## src/hw/rtl/cca_pkg.sv

```systemverilog
// ----------------------------------------------------------------------------
// cca_pkg
// Shared types and constants of the cross-correlation accumulator.
// ----------------------------------------------------------------------------
package cca_pkg;

    localparam int MAX_CHANNELS_DEF = 1024;
    localparam int ACC_BITS_DEF     = 48;

    localparam int SAMPLE_BITS    = 16;
    localparam int CH_BITS        = 10;
    localparam int CMD_BITS       = 2;
    localparam int CNT_BITS       = 16;
    localparam int NCH_BITS       = 11;
    localparam int CFG_BITS       = 16;
    localparam int CFG_IDX_BITS   = 2;
    localparam int VIS_BITS       = 33;
    localparam int POW_BITS       = 32;
    localparam int IN_TDATA_BITS  = 80;
    localparam int OUT_TDATA_BITS = 160;
    localparam int LANES          = 4;

    localparam logic [POW_BITS-1:0] POS_MAX   = 32'h7FFF_FFFF;
    localparam logic [POW_BITS-1:0] SAT_LIMIT = POS_MAX + 32'd1;
    localparam logic [CNT_BITS-1:0] COUNT_FULL = 16'hFFFF;
    localparam logic [NCH_BITS-1:0] NUM_CH_RESET = 11'd1024;

    typedef enum logic [CMD_BITS-1:0] {
        CMD_ACC   = 2'd0,
        CMD_READ  = 2'd1,
        CMD_CLEAR = 2'd2
    } t_cmd;

    typedef enum logic [CFG_IDX_BITS-1:0] {
        REG_NUM_CH      = 2'd0,
        REG_MAX_SPECTRA = 2'd1,
        REG_LSB_FIRST   = 2'd2,
        REG_LSB_SECOND  = 2'd3
    } t_reg_idx;

    typedef enum logic [3:0] {
        ST_CLEAR,
        ST_IDLE,
        ST_ACC_RD,
        ST_ACC_SUM,
        ST_ACC_WR,
        ST_RD_RD,
        ST_RD_PREP,
        ST_RD_DIV,
        ST_RD_OUT
    } t_state;

    typedef struct packed {
        logic capture;
        logic mem_rd;
        logic prod_en;
        logic sum_en;
        logic acc_wr;
        logic clr_wr;
        logic clr_count;
        logic div_start;
        logic div_step;
        logic out_load;
    } t_ctrl;

    typedef struct packed {
        t_cmd cmd;
        logic acc_ok;
        logic no_data;
        logic clr_last;
        logic div_last;
        logic out_free;
    } t_status;

endpackage

```

## src/hw/rtl/cca_ctrl.sv

```systemverilog
// ----------------------------------------------------------------------------
// cca_ctrl
// Sequencer for accumulate, read, clear and the clearing pass after reset.
// ----------------------------------------------------------------------------
module cca_ctrl (
    input  logic             i_clk,
    input  logic             i_rst_n,
    input  logic             i_s_tvalid,
    output logic             o_s_tready,
    input  cca_pkg::t_status i_status,
    output cca_pkg::t_ctrl   o_ctrl
);

    cca_pkg::t_state r_state;
    cca_pkg::t_state n_state;

    always_ff @(posedge i_clk) begin
        if (!i_rst_n) begin
            r_state <= cca_pkg::ST_CLEAR;
        end else begin
            r_state <= n_state;
        end
    end

    always_comb begin
        n_state    = r_state;
        o_ctrl     = '0;
        o_s_tready = 1'b0;
        case (r_state)
            cca_pkg::ST_CLEAR: begin
                o_ctrl.clr_wr = 1'b1;
                if (i_status.clr_last) begin
                    n_state = cca_pkg::ST_IDLE;
                end
            end
            cca_pkg::ST_IDLE: begin
                o_s_tready = 1'b1;
                if (i_s_tvalid) begin
                    o_ctrl.capture = 1'b1;
                    case (i_status.cmd)
                        cca_pkg::CMD_ACC: begin
                            if (i_status.acc_ok) begin
                                n_state = cca_pkg::ST_ACC_RD;
                            end
                        end
                        cca_pkg::CMD_READ: begin
                            n_state = i_status.no_data ? cca_pkg::ST_RD_OUT
                                                       : cca_pkg::ST_RD_RD;
                        end
                        cca_pkg::CMD_CLEAR: begin
                            o_ctrl.clr_count = 1'b1;
                            n_state          = cca_pkg::ST_CLEAR;
                        end
                        default: begin
                            n_state = cca_pkg::ST_IDLE;
                        end
                    endcase
                end
            end
            cca_pkg::ST_ACC_RD: begin
                o_ctrl.mem_rd  = 1'b1;
                o_ctrl.prod_en = 1'b1;
                n_state        = cca_pkg::ST_ACC_SUM;
            end
            cca_pkg::ST_ACC_SUM: begin
                o_ctrl.sum_en = 1'b1;
                n_state       = cca_pkg::ST_ACC_WR;
            end
            cca_pkg::ST_ACC_WR: begin
                o_ctrl.acc_wr = 1'b1;
                n_state       = cca_pkg::ST_IDLE;
            end
            cca_pkg::ST_RD_RD: begin
                o_ctrl.mem_rd = 1'b1;
                n_state       = cca_pkg::ST_RD_PREP;
            end
            cca_pkg::ST_RD_PREP: begin
                o_ctrl.div_start = 1'b1;
                n_state          = cca_pkg::ST_RD_DIV;
            end
            cca_pkg::ST_RD_DIV: begin
                o_ctrl.div_step = 1'b1;
                if (i_status.div_last) begin
                    n_state = cca_pkg::ST_RD_OUT;
                end
            end
            cca_pkg::ST_RD_OUT: begin
                if (i_status.out_free) begin
                    o_ctrl.out_load = 1'b1;
                    n_state         = cca_pkg::ST_IDLE;
                end
            end
            default: begin
                n_state = cca_pkg::ST_IDLE;
            end
        endcase
    end

endmodule

```

## config.mk

```make
export PLATFORM = sky130hd
export DESIGN_NAME = cca_ctrl
export DESIGN_NICKNAME = d
export VERILOG_FILES = /design/src/hw/rtl/cca_pkg.sv /design/src/hw/rtl/cca_ctrl.sv
export SDC_FILE = /design/constraint.sdc
export NUM_CORES = 1
export LEC_CHECK = 0
export BUFFER_PORTS_ARGS = -buffer_cell sky130_fd_sc_hd__buf_2
export CAP_MARGIN = 0
export CORE_AREA = 2 2 39 41
export CTS_CLUSTER_DIAMETER = 60
export CTS_CLUSTER_SIZE = 16
export DETAILED_ROUTE_END_ITERATION = 8
export DIE_AREA = 0 0 41 43
export SLEW_MARGIN = 15
export SYNTH_ARGS = -nofsm -noshare
export SYNTH_HDL_FRONTEND = slang
export SYNTH_SLANG_ARGS = --single-unit
```

## constraint.sdc

```tcl
create_clock -name i_clk -period 1.6 [get_ports i_clk]
set_input_delay 0.24 -clock i_clk [delete_from_list [all_inputs] [get_ports i_clk]]
set_output_delay 0.24 -clock i_clk [all_outputs]
set_load 0.01 [all_outputs]
```

After elaboration in Yosys (flattened, before gate mapping). Cells that the tools add are included.

Input bits: 10. Register bits: 4.

Eq/ne operators: 15. Multiplexer cells: 23. Reduce and logical (&&, ||, !) cells: 4.

Operator list (count): 4-bit case mux with 8 select lines (1); 4-bit 2-to-1 mux (6); 4-bit by 3-bit equality test with 1-bit output, second input constant (4); 1-bit 2-to-1 mux (15); 4-bit case mux with 3 select lines (1); 4-bit by 2-bit equality test with 1-bit output, second input constant (2); 2-bit != test, second input constant (4); 5-bit AND reduction (1); 4-bit by 1-bit equality test with 1-bit output, second input constant (1); 4-bit equality test, second input constant (1); 4-bit logical NOT (1); 3-bit != test, second input constant (1); 2-bit by 1-bit equality test with 1-bit output, second input constant (1); 2-bit equality test, second input constant (1); 2-bit logical NOT (1); 2-bit OR reduction (1).

Logic depth before layout (Yosys ltp).
Depth in word-level cells: 4. Gate-level depth with buffers: 4. Gate-level depth less buffers: 4.

Worst setup path after synthesis. No wires, ideal clock.

Kind: reg-to-output. From: reg r_state[3]. To: out o_ctrl[3] in the netlist's numbering. Stages on the path, launching flop included: 4. Data required time: 1.360 ns. Slack: 0.150 ns. Buffers on the path: 0. Arrival time: 1.210 ns. Cell sequence: dfxtp_1 > nor4b_4 > and2_1 > and3b_1.

RTL lines: start, declared (RTL line cca_ctrl.sv:14) `cca_pkg::t_state r_state;`; start signal, assigned (RTL line cca_ctrl.sv:19) `r_state <= cca_pkg::ST_CLEAR;`; start signal, assigned (RTL line cca_ctrl.sv:21) `r_state <= n_state;`; end, declared (RTL line cca_ctrl.sv:11) `output cca_pkg::t_ctrl o_ctrl`.

==> out/results.tsv <==
stage	metric	value	unit
cells_and_area	layout.cells.non_filler	86	
pwr	p_leak	0.260	nW
logic_synthesis	ys_seq_area_share	23.4	%
drt	wl_per_cell	10.9	um
cells_and_area	n_antenna_cell	0	
clock_network	cts_buffer_depth	2	
run	drv_cap	0	
logic_synthesis	synth-compound-area-share	20.1	%
hold_path	hp-class	in2reg	
logic_synthesis	syn_avg_cell_area	7.76	um2
logic_synthesis	synthXorXnorAreaFrac	0	%
drt	drt_wl_total	935	um
sta	hold_viol_final	0	
logic_synthesis	ys_dominant_reg_cell	dfxtp_1	
drt	vias	411	
logic_synthesis	synth-simple-area-share	52.4	%
logic_synthesis	yosysTopAreaCellShare	23.4	%
cells_and_area	post-route-util	37.3	%
logic_synthesis	synth.most_common_cell	nor2_1	
placed_design	io_buffers	20	
pwr	total_power	844	uW
logic_synthesis	yosysWarnings	0	
placed_design	dp_hpwl	709	um
placed_design	preCtsSetupSlack	0.175	ns
clock_network	clock_latency	0.23	ns
drt	final_antenna_net_count	0	
pwr	peakVddDrop	0.000503	V
drt	drc	0	
cells_and_area	synthToLayoutAreaGrowth	51.3	%
grt	grt_use_total	12.5	%
drt	firstDrtPassIters	4	
cells_and_area	fillers	146	
grt	grt_pass1_wl	1440	um
worst_setup_path	worstPathCellList	nor4b_4 -> and2_1 -> and3b_1 -> buf_2	
cells_and_area	final-seq-area	87.6	um2
sta	drv_slew	0	
logic_synthesis	synth_edf_count	0	
logic_synthesis	ys_top_cells_by_area	dfxtp_1 23%, nand2b_1 7.3%, nor4b_4 7.0%, nor2_1 6.6%, a31oi_1 5.5%	
status	status	finished clean	
hold_path	min_from	i_rst_n	
worst_setup_path	required	1.36	ns
clock_network	cts_tree	built	
cells_and_area	drive_gt1_share	50.0	%
sta	finalClockSkew	0.00471	ns
cells_and_area	top_register	r_state	
sta	setup_viol	0	
worst_setup_path	cp.arrival	1.30	ns
sta	slew_headroom	79.9	%
sta	fin_crit	1.54	ns
worst_setup_path	crit_family	simple AND/OR/NAND/NOR gates	
floorplanning	start_util	24.7	%
floorplanning	fp.dieW	41	um
worst_setup_path	crit_start	r_state[2]$_SDFFE_PN0P_	
clock_network	cts_sinks	4	
floorplanning	dieHeight	43	um
pwr	p_per_area	1630	nW/um2
sta	holdWs	0.269	ns
worst_setup_path	slowest_delay	0.35	ns
worst_setup_path	end_kind	output port	
logic_synthesis	synth_cell_types	27	
floorplanning	core	1380	um2
logic_synthesis	synth_cells	44	
worst_setup_path	worst-path-buf-inv	1	
cells_and_area	final_area	517	um2
logic_synthesis	synth_top_family_by_area	simple AND/OR/NAND/NOR gates	
floorplanning	dieArea	1760	um2
worst_setup_path	cp_slowest_cell	dfxtp_4	
logic_synthesis	synth-async-reset-ratio	0	%
logic_synthesis	yosysTopAreaCell	dfxtp_1	
sta	max_slew.worst_pin.slew	0.299	ns
placed_design	dp.cells	80	
logic_synthesis	syn_nets	54	
floorplanning	ios	21	
grt	grt-ovfl-total	0	
cells_and_area	multiInputGateArea	260	um2
worst_setup_path	crit_type	reg2out	
grt	grt_pass1_vias	368	
worst_setup_path	crit_path_start_kind	flip-flop	
logic_synthesis	syn_area	342	um2
cells_and_area	largest_registers	r_state (4)	
drt	drtIter0Drc	6	
placed_design	post_dp_cell_area	462	um2
cells_and_area	largest_reg_flops	4	
logic_synthesis	synth-adder-area-share	0	%
grt	antenna_found_initial	0	
clock_network	cts-htree-levels	1	
cells_and_area	final_nets	82	
placed_design	place.gp.congestion	0.760	
floorplanning	row_count	14	
logic_synthesis	ys_top_cells_by_count	6 x nor2_1, 4 x dfxtp_1, 4 x nand2_1, 4 x nand2b_1, 3 x a31oi_1	
sta	fin_crit_sh	96.1	%
clock_network	clockRootBuffer	clkbuf_4	
sta	setup_slack	0.0618	ns
grt	grt_max_degree	8	
sta	setup-tns-final	0	ns
sta	timing.fmax	0.650	GHz
logic_synthesis	synth_seq_cells	4	
clock_network	numCtsBuffers	3	
drt	vias_per_cell	4.78	
logic_synthesis	muxShareOfSynthArea	2.93	%
worst_setup_path	r2r_start	r_state[2]$_SDFFE_PN0P_	
clock_network	clk_pin_slew	0.03	ns
worst_setup_path	crit_fanout	5	
[cell usage in the layout (no fill, tap or decap), types with 2 or more instances in the layout]
| cell | count |
|---|---|
| nand2b_1 | 4 |
| buf_4 | 3 |
| nand2_1 | 4 |
| a31oi_1 | 3 |
| clkbuf_4 | 3 |
| nor2_1 | 6 |
| buf_2 | 20 |
| a21oi_1 | 2 |
| dfxtp_2 | 3 |
[metal layers]
metal / GRT usage (%) / part of all wire, %
met5: 0 / 0
met4: 12.0 / 0
met3: 1.57 / 5.1
met2: 18.1 / 49
met1: 14.5 / 46
[kinds of logic after synthesis]
family | count (synthesis)
multiplexers | 1
AND/OR/NAND/NOR | 28
AO/OA/AOI/OAI | 10
buffers and inverters | 1
flip-flops | 4
[layout make-up]
cell class	instances	share of cell area, %
multi-input combinational	39	50.4
timing repair buffer	23	23.7
sequential	4	16.9
clock buffer	3	4.36
tap	16	3.87
inverter	1	0.726
[final timing paths]
| kind | endpoint | slack [ns] | cells past startpoint |
|---|---|---|---|
| worst max-delay path | o_ctrl[3] | 0.06 | 4 |
| worst min-delay path | r_state[0]$_SDFFE_PN0P_ | 0.27 | 3 |
| worst max register to register | r_state[3]$_SDFFE_PN0P_ | 0.22 | 6 |
| worst min register to register | r_state[3]$_SDFFE_PN0P_ | 0.50 | 2 |
[power breakdown]
part           switching, mW  internal [mW]
Sequential            0.0564          0.146
Combinational          0.265          0.252
Clock                 0.0408         0.0839
Total                  0.362          0.482
[repair_timing]
action                                  CTS  global route
endpoints found under the setup margin    2             2
gates resized for setup                   2             4
buffers inserted                          1             2
pin swaps                                 1             2
hold buffers                              0             0
[worst reg2reg max path, stage by stage, from the launching register on]
cell     delay [ns]
dfxtp_4        0.35
nor4b_4        0.29
buf_4          0.15
buf_4          0.12
nand2_2        0.05
o311a_1        0.17
mux2i_1        0.14
Power figures use the tool's default switching activity.
